===== src/hw/rtl/dcd_pkg.sv =====
// Shared types and constants for the dead channel detector.
`default_nettype none
package dcd_pkg;

    localparam int NUM_PEAKS   = 8;
    localparam int PEAK_W      = 11;
    localparam int TIME_W      = 20;
    localparam int CNT_W       = 4;
    localparam int QT_W        = 32;
    localparam int CFG_W       = 32;
    localparam int CFG_IDX_W   = 2;
    localparam int IN_TDATA_W  = 112;
    localparam int OUT_TDATA_W = 8;
    localparam int MAX_CH_DEF  = 8;

    localparam int TIME_LSB = NUM_PEAKS * PEAK_W;
    localparam int CNT_LSB  = TIME_LSB + TIME_W;

    localparam logic [CNT_W-1:0]  RST_CHANS   = CNT_W'(8);
    localparam logic [PEAK_W-1:0] RST_DEAD_TH = PEAK_W'(-600);
    localparam logic [PEAK_W-1:0] RST_ACT_TH  = PEAK_W'(-400);
    localparam logic [QT_W-1:0]   RST_SUSTAIN = QT_W'(5000000);

    typedef enum logic [CFG_IDX_W-1:0] {
        CFG_CHANS   = 2'd0,
        CFG_DEAD_TH = 2'd1,
        CFG_ACT_TH  = 2'd2,
        CFG_SUSTAIN = 2'd3
    } t_cfg_idx;

    typedef struct packed {
        logic [CNT_W-1:0]  chans;
        logic [PEAK_W-1:0] dead_th;
        logic [PEAK_W-1:0] act_th;
        logic [QT_W-1:0]   sustain;
    } t_cfg;

    typedef struct packed {
        logic n_dead;
        logic r_dead;
        logic r_osa;
    } t_chan_st;

endpackage
`default_nettype wire


===== src/hw/rtl/dead_channel_detector_core.sv =====
// Dead channel detector top level: input register, channel cells, result register.
// One audio block is taken per transfer and one result transfer comes back for it, from the
// result register that follows the input register. A new block can be accepted in every cycle
// when the output is not stalled: all channel cells compare, add and update in parallel between
// the input register and the result register, and that path (a 32-bit saturating add and compare
// per channel) sets the rate. State resets at once; no clearing pass.
`default_nettype none
module dead_channel_detector_core #(
    parameter int MAX_CHANNELS = dcd_pkg::MAX_CH_DEF
) (
    input  wire logic                            i_clk,
    input  wire logic                            i_rst_n,
    input  wire logic                            s_axis_tvalid,
    output logic                                 s_axis_tready,
    // peak_ch0..peak_ch7 (11b each), block_time_us (20b), block_channel_count (4b)
    input  wire logic [dcd_pkg::IN_TDATA_W-1:0]  s_axis_tdata,
    output logic                                 m_axis_tvalid,
    input  wire logic                            m_axis_tready,
    // dead_mask (8b)
    output logic [dcd_pkg::OUT_TDATA_W-1:0]      m_axis_tdata,
    // block_accepted (1b)
    output logic                                 m_axis_tuser,
    input  wire logic                            i_cfg_we,
    input  wire logic [dcd_pkg::CFG_IDX_W-1:0]   i_cfg_index,
    input  wire logic [dcd_pkg::CFG_W-1:0]       i_cfg_wdata
);
    import dcd_pkg::*;

    t_cfg                    w_cfg;
    logic                    r_in_valid;
    logic [IN_TDATA_W-1:0]   r_in_data;
    logic                    r_out_valid;
    logic [OUT_TDATA_W-1:0]  r_out_mask;
    logic                    r_out_acc;
    logic                    w_adv;
    logic                    w_acc;
    logic [NUM_PEAKS-1:0]    w_inuse;
    logic [NUM_PEAKS-1:0]    w_act;
    logic [NUM_PEAKS-1:0]    w_ndead;
    logic [NUM_PEAKS-1:0]    w_dead_vec;
    logic [NUM_PEAKS-1:0]    w_osa_vec;
    logic [TIME_W-1:0]       w_dt;
    logic [CNT_W-1:0]        w_cnt;
    t_chan_st                w_st [MAX_CHANNELS];

    dcd_cfg u_cfg (
        .i_clk       (i_clk),
        .i_rst_n     (i_rst_n),
        .i_cfg_we    (i_cfg_we),
        .i_cfg_index (i_cfg_index),
        .i_cfg_wdata (i_cfg_wdata),
        .o_cfg       (w_cfg)
    );

    assign w_adv         = r_in_valid && (!r_out_valid || m_axis_tready);
    assign s_axis_tready = !r_in_valid || w_adv;

    always_ff @(posedge i_clk) begin
        if (!i_rst_n) begin
            r_in_valid <= 1'b0;
        end else if (s_axis_tvalid && s_axis_tready) begin
            r_in_valid <= 1'b1;
        end else if (w_adv) begin
            r_in_valid <= 1'b0;
        end
    end

    always_ff @(posedge i_clk) begin
        if (s_axis_tvalid && s_axis_tready) begin
            r_in_data <= s_axis_tdata;
        end
    end

    assign w_dt  = r_in_data[TIME_LSB +: TIME_W];
    assign w_cnt = r_in_data[CNT_LSB +: CNT_W];
    assign w_acc = (w_cfg.chans != '0) && (w_cfg.chans <= CNT_W'(MAX_CHANNELS))
                   && (w_cnt == w_cfg.chans);

    for (genvar k = 0; k < NUM_PEAKS; k++) begin : g_peak
        if (k < MAX_CHANNELS) begin : g_used
            logic [PEAK_W-1:0] w_peak;
            logic              w_other;
            assign w_peak     = r_in_data[k*PEAK_W +: PEAK_W];
            assign w_inuse[k] = CNT_W'(k) < w_cfg.chans;
            assign w_act[k]   = w_inuse[k] && ($signed(w_peak) > $signed(w_cfg.act_th));
            assign w_other    = |(w_act & ~(NUM_PEAKS'(1) << k));

            dcd_chan u_chan (
                .i_clk   (i_clk),
                .i_rst_n (i_rst_n),
                .i_upd   (w_adv && w_acc && w_inuse[k]),
                .i_peak  (w_peak),
                .i_dt    (w_dt),
                .i_other (w_other),
                .i_cfg   (w_cfg),
                .o_st    (w_st[k])
            );

            assign w_ndead[k]    = w_st[k].n_dead;
            assign w_dead_vec[k] = w_st[k].r_dead;
            assign w_osa_vec[k]  = w_st[k].r_osa;
        end else begin : g_unused
            assign w_inuse[k]    = 1'b0;
            assign w_act[k]      = 1'b0;
            assign w_ndead[k]    = 1'b0;
            assign w_dead_vec[k] = 1'b0;
            assign w_osa_vec[k]  = 1'b0;
        end
    end

    always_ff @(posedge i_clk) begin
        if (!i_rst_n) begin
            r_out_valid <= 1'b0;
        end else if (w_adv) begin
            r_out_valid <= 1'b1;
        end else if (m_axis_tready) begin
            r_out_valid <= 1'b0;
        end
    end

    always_ff @(posedge i_clk) begin
        if (w_adv) begin
            r_out_mask <= OUT_TDATA_W'(w_ndead & w_inuse);
            r_out_acc  <= w_acc;
        end
    end

    assign m_axis_tvalid = r_out_valid;
    assign m_axis_tdata  = r_out_mask;
    assign m_axis_tuser  = r_out_acc;

    a_reject_keeps_state: assert property (@(posedge i_clk) disable iff (!i_rst_n)
        w_adv && !w_acc |=> $stable(w_dead_vec))
        else $error("rejected block changed dead flags");

    a_dead_needs_other: assert property (@(posedge i_clk) disable iff (!i_rst_n)
        (w_dead_vec & ~w_osa_vec) == '0)
        else $error("dead flag set without other-channel activity");

    a_mask_range: assert property (@(posedge i_clk) disable iff (!i_rst_n)
        m_axis_tvalid |-> ((m_axis_tdata & ~OUT_TDATA_W'(w_inuse)) == '0))
        else $error("dead mask has bits beyond the channel count");

endmodule
`default_nettype wire


===== src/hw/rtl/dcd_cfg.sv =====
// Configuration register bank of the dead channel detector.
`default_nettype none
module dcd_cfg (
    input  wire logic                          i_clk,
    input  wire logic                          i_rst_n,
    input  wire logic                          i_cfg_we,
    input  wire logic [dcd_pkg::CFG_IDX_W-1:0] i_cfg_index,
    input  wire logic [dcd_pkg::CFG_W-1:0]     i_cfg_wdata,
    output dcd_pkg::t_cfg                      o_cfg
);
    import dcd_pkg::*;

    t_cfg r_cfg;

    always_ff @(posedge i_clk) begin
        if (!i_rst_n) begin
            r_cfg.chans   <= RST_CHANS;
            r_cfg.dead_th <= RST_DEAD_TH;
            r_cfg.act_th  <= RST_ACT_TH;
            r_cfg.sustain <= RST_SUSTAIN;
        end else if (i_cfg_we) begin
            unique case (t_cfg_idx'(i_cfg_index))
                CFG_CHANS:   r_cfg.chans   <= i_cfg_wdata[CNT_W-1:0];
                CFG_DEAD_TH: r_cfg.dead_th <= i_cfg_wdata[PEAK_W-1:0];
                CFG_ACT_TH:  r_cfg.act_th  <= i_cfg_wdata[PEAK_W-1:0];
                CFG_SUSTAIN: r_cfg.sustain <= i_cfg_wdata[QT_W-1:0];
            endcase
        end
    end

    assign o_cfg = r_cfg;

endmodule
`default_nettype wire


===== src/hw/rtl/dcd_chan.sv =====
// Per-channel quiet timer, activity bit and dead flag.
`default_nettype none
module dcd_chan (
    input  wire logic                       i_clk,
    input  wire logic                       i_rst_n,
    input  wire logic                       i_upd,
    input  wire logic [dcd_pkg::PEAK_W-1:0] i_peak,
    input  wire logic [dcd_pkg::TIME_W-1:0] i_dt,
    input  wire logic                       i_other,
    input  dcd_pkg::t_cfg                   i_cfg,
    output dcd_pkg::t_chan_st               o_st
);
    import dcd_pkg::*;

    logic [QT_W-1:0] r_qt, n_qt;
    logic            r_osa, n_osa;
    logic            r_dead, n_dead;
    logic            w_quiet;
    logic [QT_W:0]   w_sum;
    logic [QT_W-1:0] w_t;
    logic            w_osa_q;

    assign w_quiet = $signed(i_peak) <= $signed(i_cfg.dead_th);
    assign w_sum   = {1'b0, r_qt} + (QT_W+1)'(i_dt);
    assign w_t     = w_sum[QT_W] ? '1 : w_sum[QT_W-1:0];
    assign w_osa_q = r_osa | i_other;

    always_comb begin
        n_qt   = r_qt;
        n_osa  = r_osa;
        n_dead = r_dead;
        if (i_upd) begin
            if (w_quiet) begin
                n_qt   = w_t;
                n_osa  = w_osa_q;
                n_dead = r_dead | ((w_t >= i_cfg.sustain) && w_osa_q);
            end else begin
                n_qt   = '0;
                n_osa  = 1'b0;
                n_dead = 1'b0;
            end
        end
    end

    always_ff @(posedge i_clk) begin
        if (!i_rst_n) begin
            r_qt   <= '0;
            r_osa  <= 1'b0;
            r_dead <= 1'b0;
        end else begin
            r_qt   <= n_qt;
            r_osa  <= n_osa;
            r_dead <= n_dead;
        end
    end

    assign o_st.n_dead = n_dead;
    assign o_st.r_dead = r_dead;
    assign o_st.r_osa  = r_osa;

endmodule
`default_nettype wire


===== config.mk =====
export PLATFORM = sky130hd
export DESIGN_NAME = dead_channel_detector_core
export DESIGN_NICKNAME = d
export VERILOG_FILES = /design/src/hw/rtl/dcd_pkg.sv /design/src/hw/rtl/dead_channel_detector_core.sv /design/src/hw/rtl/dcd_cfg.sv /design/src/hw/rtl/dcd_chan.sv
export SDC_FILE = /design/constraint.sdc
export NUM_CORES = 2
export LEC_CHECK = 0
export BUFFER_PORTS_ARGS = -buffer_cell sky130_fd_sc_hd__buf_4
export CORE_MARGIN = 10
export CORE_UTILIZATION = 40
export CTS_CLUSTER_DIAMETER = 80
export DETAILED_ROUTE_END_ITERATION = 12
export PLACE_DENSITY_LB_ADDON = 0.15
export SETUP_SLACK_MARGIN = 0.5
export SLEW_MARGIN = 10
export SYNTH_ARGS = -nofsm -noshare
export SYNTH_HDL_FRONTEND = slang
export SYNTH_SLANG_ARGS = --single-unit
export TNS_END_PERCENT = 20

===== constraint.sdc =====
create_clock -name i_clk -period 6.9 [get_ports i_clk]
set_input_delay 1.38 -clock i_clk [delete_from_list [all_inputs] [get_ports i_clk]]
set_output_delay 1.38 -clock i_clk [all_outputs]
set_load 0.03 [all_outputs]

==> results.sh <==
export IMPL_rows=109
export IMPL_clock_sinks=453
export IMPL_cp_required_ps=7260
export IMPL_rsz0062_at_grt="false"
export IMPL_ant_nets=0
export IMPL_internal_power_mw=5.25
export IMPL_yosysMostFrequentCell="ha_1"
export IMPL_synth_adder_area_share=0.210
export IMPL_drtIter0Drc=2831
export IMPL_cts_buffer_depth=3
export IMPL_crit_start="r_in_data[88]"
export IMPL_numCtsBuffers=60
export IMPL_powerDensity_nw_per_um2=180
export IMPL_netlist_area_um2=36000
export IMPL_total_power_mw=7.34
export IMPL_synthXorXnorAreaFrac=0.0411
export IMPL_peakVddDrop_uv=206
export IMPL_fmax_mhz=169
export IMPL_fillers=8617
export IMPL_fin_hold_ws_ps=453
export IMPL_seqPwrFrac=0.392
export IMPL_slew_limit_headroom=0.206
export IMPL_ioPinCount=162
export IMPL_vias_per_cell=5.92
export IMPL_syn_avg_cell_area_um2=8.71
export IMPL_r2r_slack_ps=990
export IMPL_ys_ff_latch=453
export IMPL_synth_cell_type_count=99
export IMPL_synthSimpleGateAreaFrac=0.170
export IMPL_cts_tree="yes"
export IMPL_grt_pass1_wl_um=190000
export IMPL_cts_clk_slew_worst_paths_ps=70
export IMPL_hold_viol_final=0
export IMPL_vias=32622
export IMPL_hold_buffers=0
export IMPL_tightest_slew_ps=1180
export IMPL_remaining_drc_errors=0
export IMPL_fin_crit_sh=0.857
export IMPL_grt_usage=0.238
export IMPL_path_class="reg -> reg"
export IMPL_dieHeight_um=320
export IMPL_area_delta_synth_final_pct=13.4
export IMPL_synth_area_top_cells="ha_1 (21%), dfxtp_1 (18%), edfxtp_1 (10%)"
export IMPL_syn_instance_count=4131
export IMPL_synth_common_cells="ha_1 (592), nand2_1 (452), dfxtp_1 (332), a21oi_1 (311), nor2_1 (240)"
export IMPL_fp_coreArea_um2=88800
export IMPL_switching_share=0.285
export IMPL_port_buffers=161
export IMPL_setup_violations_final=0
export IMPL_muxShareOfSynthArea=0.0102
export IMPL_r2r_start="r_in_data[88]"
export IMPL_fin_worst_skew_ps=24.0
export IMPL_first_pass_iters=5
export IMPL_fin_crit_ps=5910
export IMPL_ys_seq_area_frac=0.286
export IMPL_die_area_um2=102000
export IMPL_nets=5045
export IMPL_h_tree_depth=2
export IMPL_syn_num_nets=4882
export IMPL_drv_cap=0
export IMPL_crit_fanout=13
export IMPL_p_switching_mw=2.09
export IMPL_hp_class="reg -> reg"
export IMPL_postCtsSetupBuffers=0
export IMPL_start_util=0.405
export IMPL_drive_above_1_share=0.100
export IMPL_setup_tns_ps=0
export IMPL_place_congestion=0.930
export IMPL_finalWirelength_um=126000
export IMPL_grt_antenna_before_repair=0
export IMPL_synth_top_family_by_area="compound AO/OA/AOI/OAI gates"
export IMPL_clockRootBuffer="clkbuf_16"
export IMPL_synth_edf_count=121
export IMPL_synth_flop_cell="dfxtp_1"
export IMPL_yosys_warnings=0
export IMPL_slew_violations=0
export IMPL_p_leak_nw=18.2
export IMPL_hpwl_um=91300
export IMPL_grt_max_degree=56
export IMPL_cts_resized=0
export IMPL_synth_compound_area_frac=0.251
export IMPL_wl_per_cell_um=22.9
export IMPL_grt_pass1_vias=31071
export IMPL_crit_path_end="m_axis_tdata[3]"
export IMPL_reg2reg_depth=19
export IMPL_die_w_um=320
export IMPL_startpoint_type="flop"
export IMPL_outcome="completed"
export IMPL_pwr_share_comb=0.146
export IMPL_end_kind="flop"
export IMPL_worst_r2r_endpoint="m_axis_tdata[3]"
export IMPL_cp_arrival_ps=6270
export IMPL_gr_total_overflow=0
export IMPL_clk_latency_ps=660
export IMPL_synth_area_leader_cell="ha_1"
export IMPL_synth_top_area_frac=0.206
export IMPL_async_flop_share=0
export IMPL_pwr_share_clk=0.462
## cell usage in the layout (no fill, tap or decap), types with 50 or more instances in the layout
master	n
ha_1	592
nand2_1	452
dfxtp_1	332
a21oi_1	310
nor2_1	235
buf_4	229
o21ai_0	221
a21o_1	184
inv_1	157
a22o_1	146
edfxtp_1	121
nand4_1	99
xnor2_1	97
nand3_1	94
xor2_1	72
nor3_1	71
clkbuf_16	61
nor2b_1	58
o21a_1	56
o211ai_1	56
nand2b_1	50
## registers in the layout, indices dropped and copies added (netlist names)
register and cells:
g_peak.g_used.u_chan.r_qt 256, m_axis_tdata 8, u_cfg.o_cfg 58, r_in_valid 1, m_axis_tuser 1, r_in_data 112, m_axis_tvalid 1, g_peak.g_used.u_chan.r_dead 8
g_peak.g_used.u_chan.r_osa 8
## layer usage
layer,wire (µm),track usage
met2,53600,0.368
met3,8720,0.0400
met1,58400,0.325
met5,0,0
met4,5570,0.0982
## power by group through the flow
stage	combinational (mW)	sequential (mW)	clock [mW]
floorplan	0.667	2.89	0
global placement	1.05	2.93	0
detailed placement	1.06	2.93	0
CTS	1.06	2.87	3.46
global route	1.19	2.88	3.56
finish	1.07	2.88	3.39
## kinds of logic after synthesis
| kind of cell | after synthesis |
|---|---|
| buffers and inverters | 286 |
| AOI/OAI and AO/OA | 1320 |
| and+or+nand+nor | 1269 |
| adders and majority gates | 600 |
| xor gates and xnor gates | 169 |
| DFF | 453 |
| muxes | 34 |
## critical path, cell delays in order, from the launching register on
cell and delay (ps):
edfxtp_1 630, ha_1 350, fa_1 410, a21oi_1 220, a2bb2oi_1 250, a21oi_1 180, nor3b_1 200, o211ai_1 470
a21oi_2 190, nand3_1 450, nand2_1 160, ha_1 330, a21o_1 180, a211o_1 300, a211oi_1 200, o21ai_0 120
a221oi_1 410, nor4_1 90, nor4_1 340, a2111oi_0 120
## worst min path at each step
stage                                                from                         endpoint  slack, ps  cells after the start
final                                     u_cfg.o_cfg[28]                  u_cfg.o_cfg[28]        450                      2
after global routing        g_peak[4].g_used.u_chan.r_osa    g_peak[4].g_used.u_chan.r_osa        470                      2
after CTS                                 u_cfg.o_cfg[39]                  u_cfg.o_cfg[39]        450                      2
after detailed placement                  u_cfg.o_cfg[39]                  u_cfg.o_cfg[39]        450                      2
after global placement                    u_cfg.o_cfg[49]                  u_cfg.o_cfg[49]        440                      2
after floorplan           g_peak[6].g_used.u_chan.r_qt[0]  g_peak[6].g_used.u_chan.r_qt[0]        420                      2
## through the flow
stage | utilization | worst slack [ps] | std cells | instance area, µm²
2_1_floorplan | - | 2030 | 4131 | 36000
3_3_place_gp | 0.436 | 1230 | 5397 | 38700
3_5_place_dp | 0.436 | 1100 | 5397 | 38700
4_1_cts | 0.460 | 1040 | 5509 | 40800
5_1_grt | 0.460 | 527 | 5509 | 40800
6_report | 0.460 | 989 | 5510 | 40800
## cell type report
type                    count  area (µm²)  area share
multi-input cells        3392       24600       0.604
flip-flops and latches    453       10300       0.252
repair buffers            229        1720      0.0421
clock buffers              73        1640      0.0402
well taps                1165        1460      0.0357
inverters                 158         593      0.0145
clock inverters            39         485      0.0119
diodes                      1        2.50   0.0000613
No activity file was read; power rests on OpenSTA's default activity.
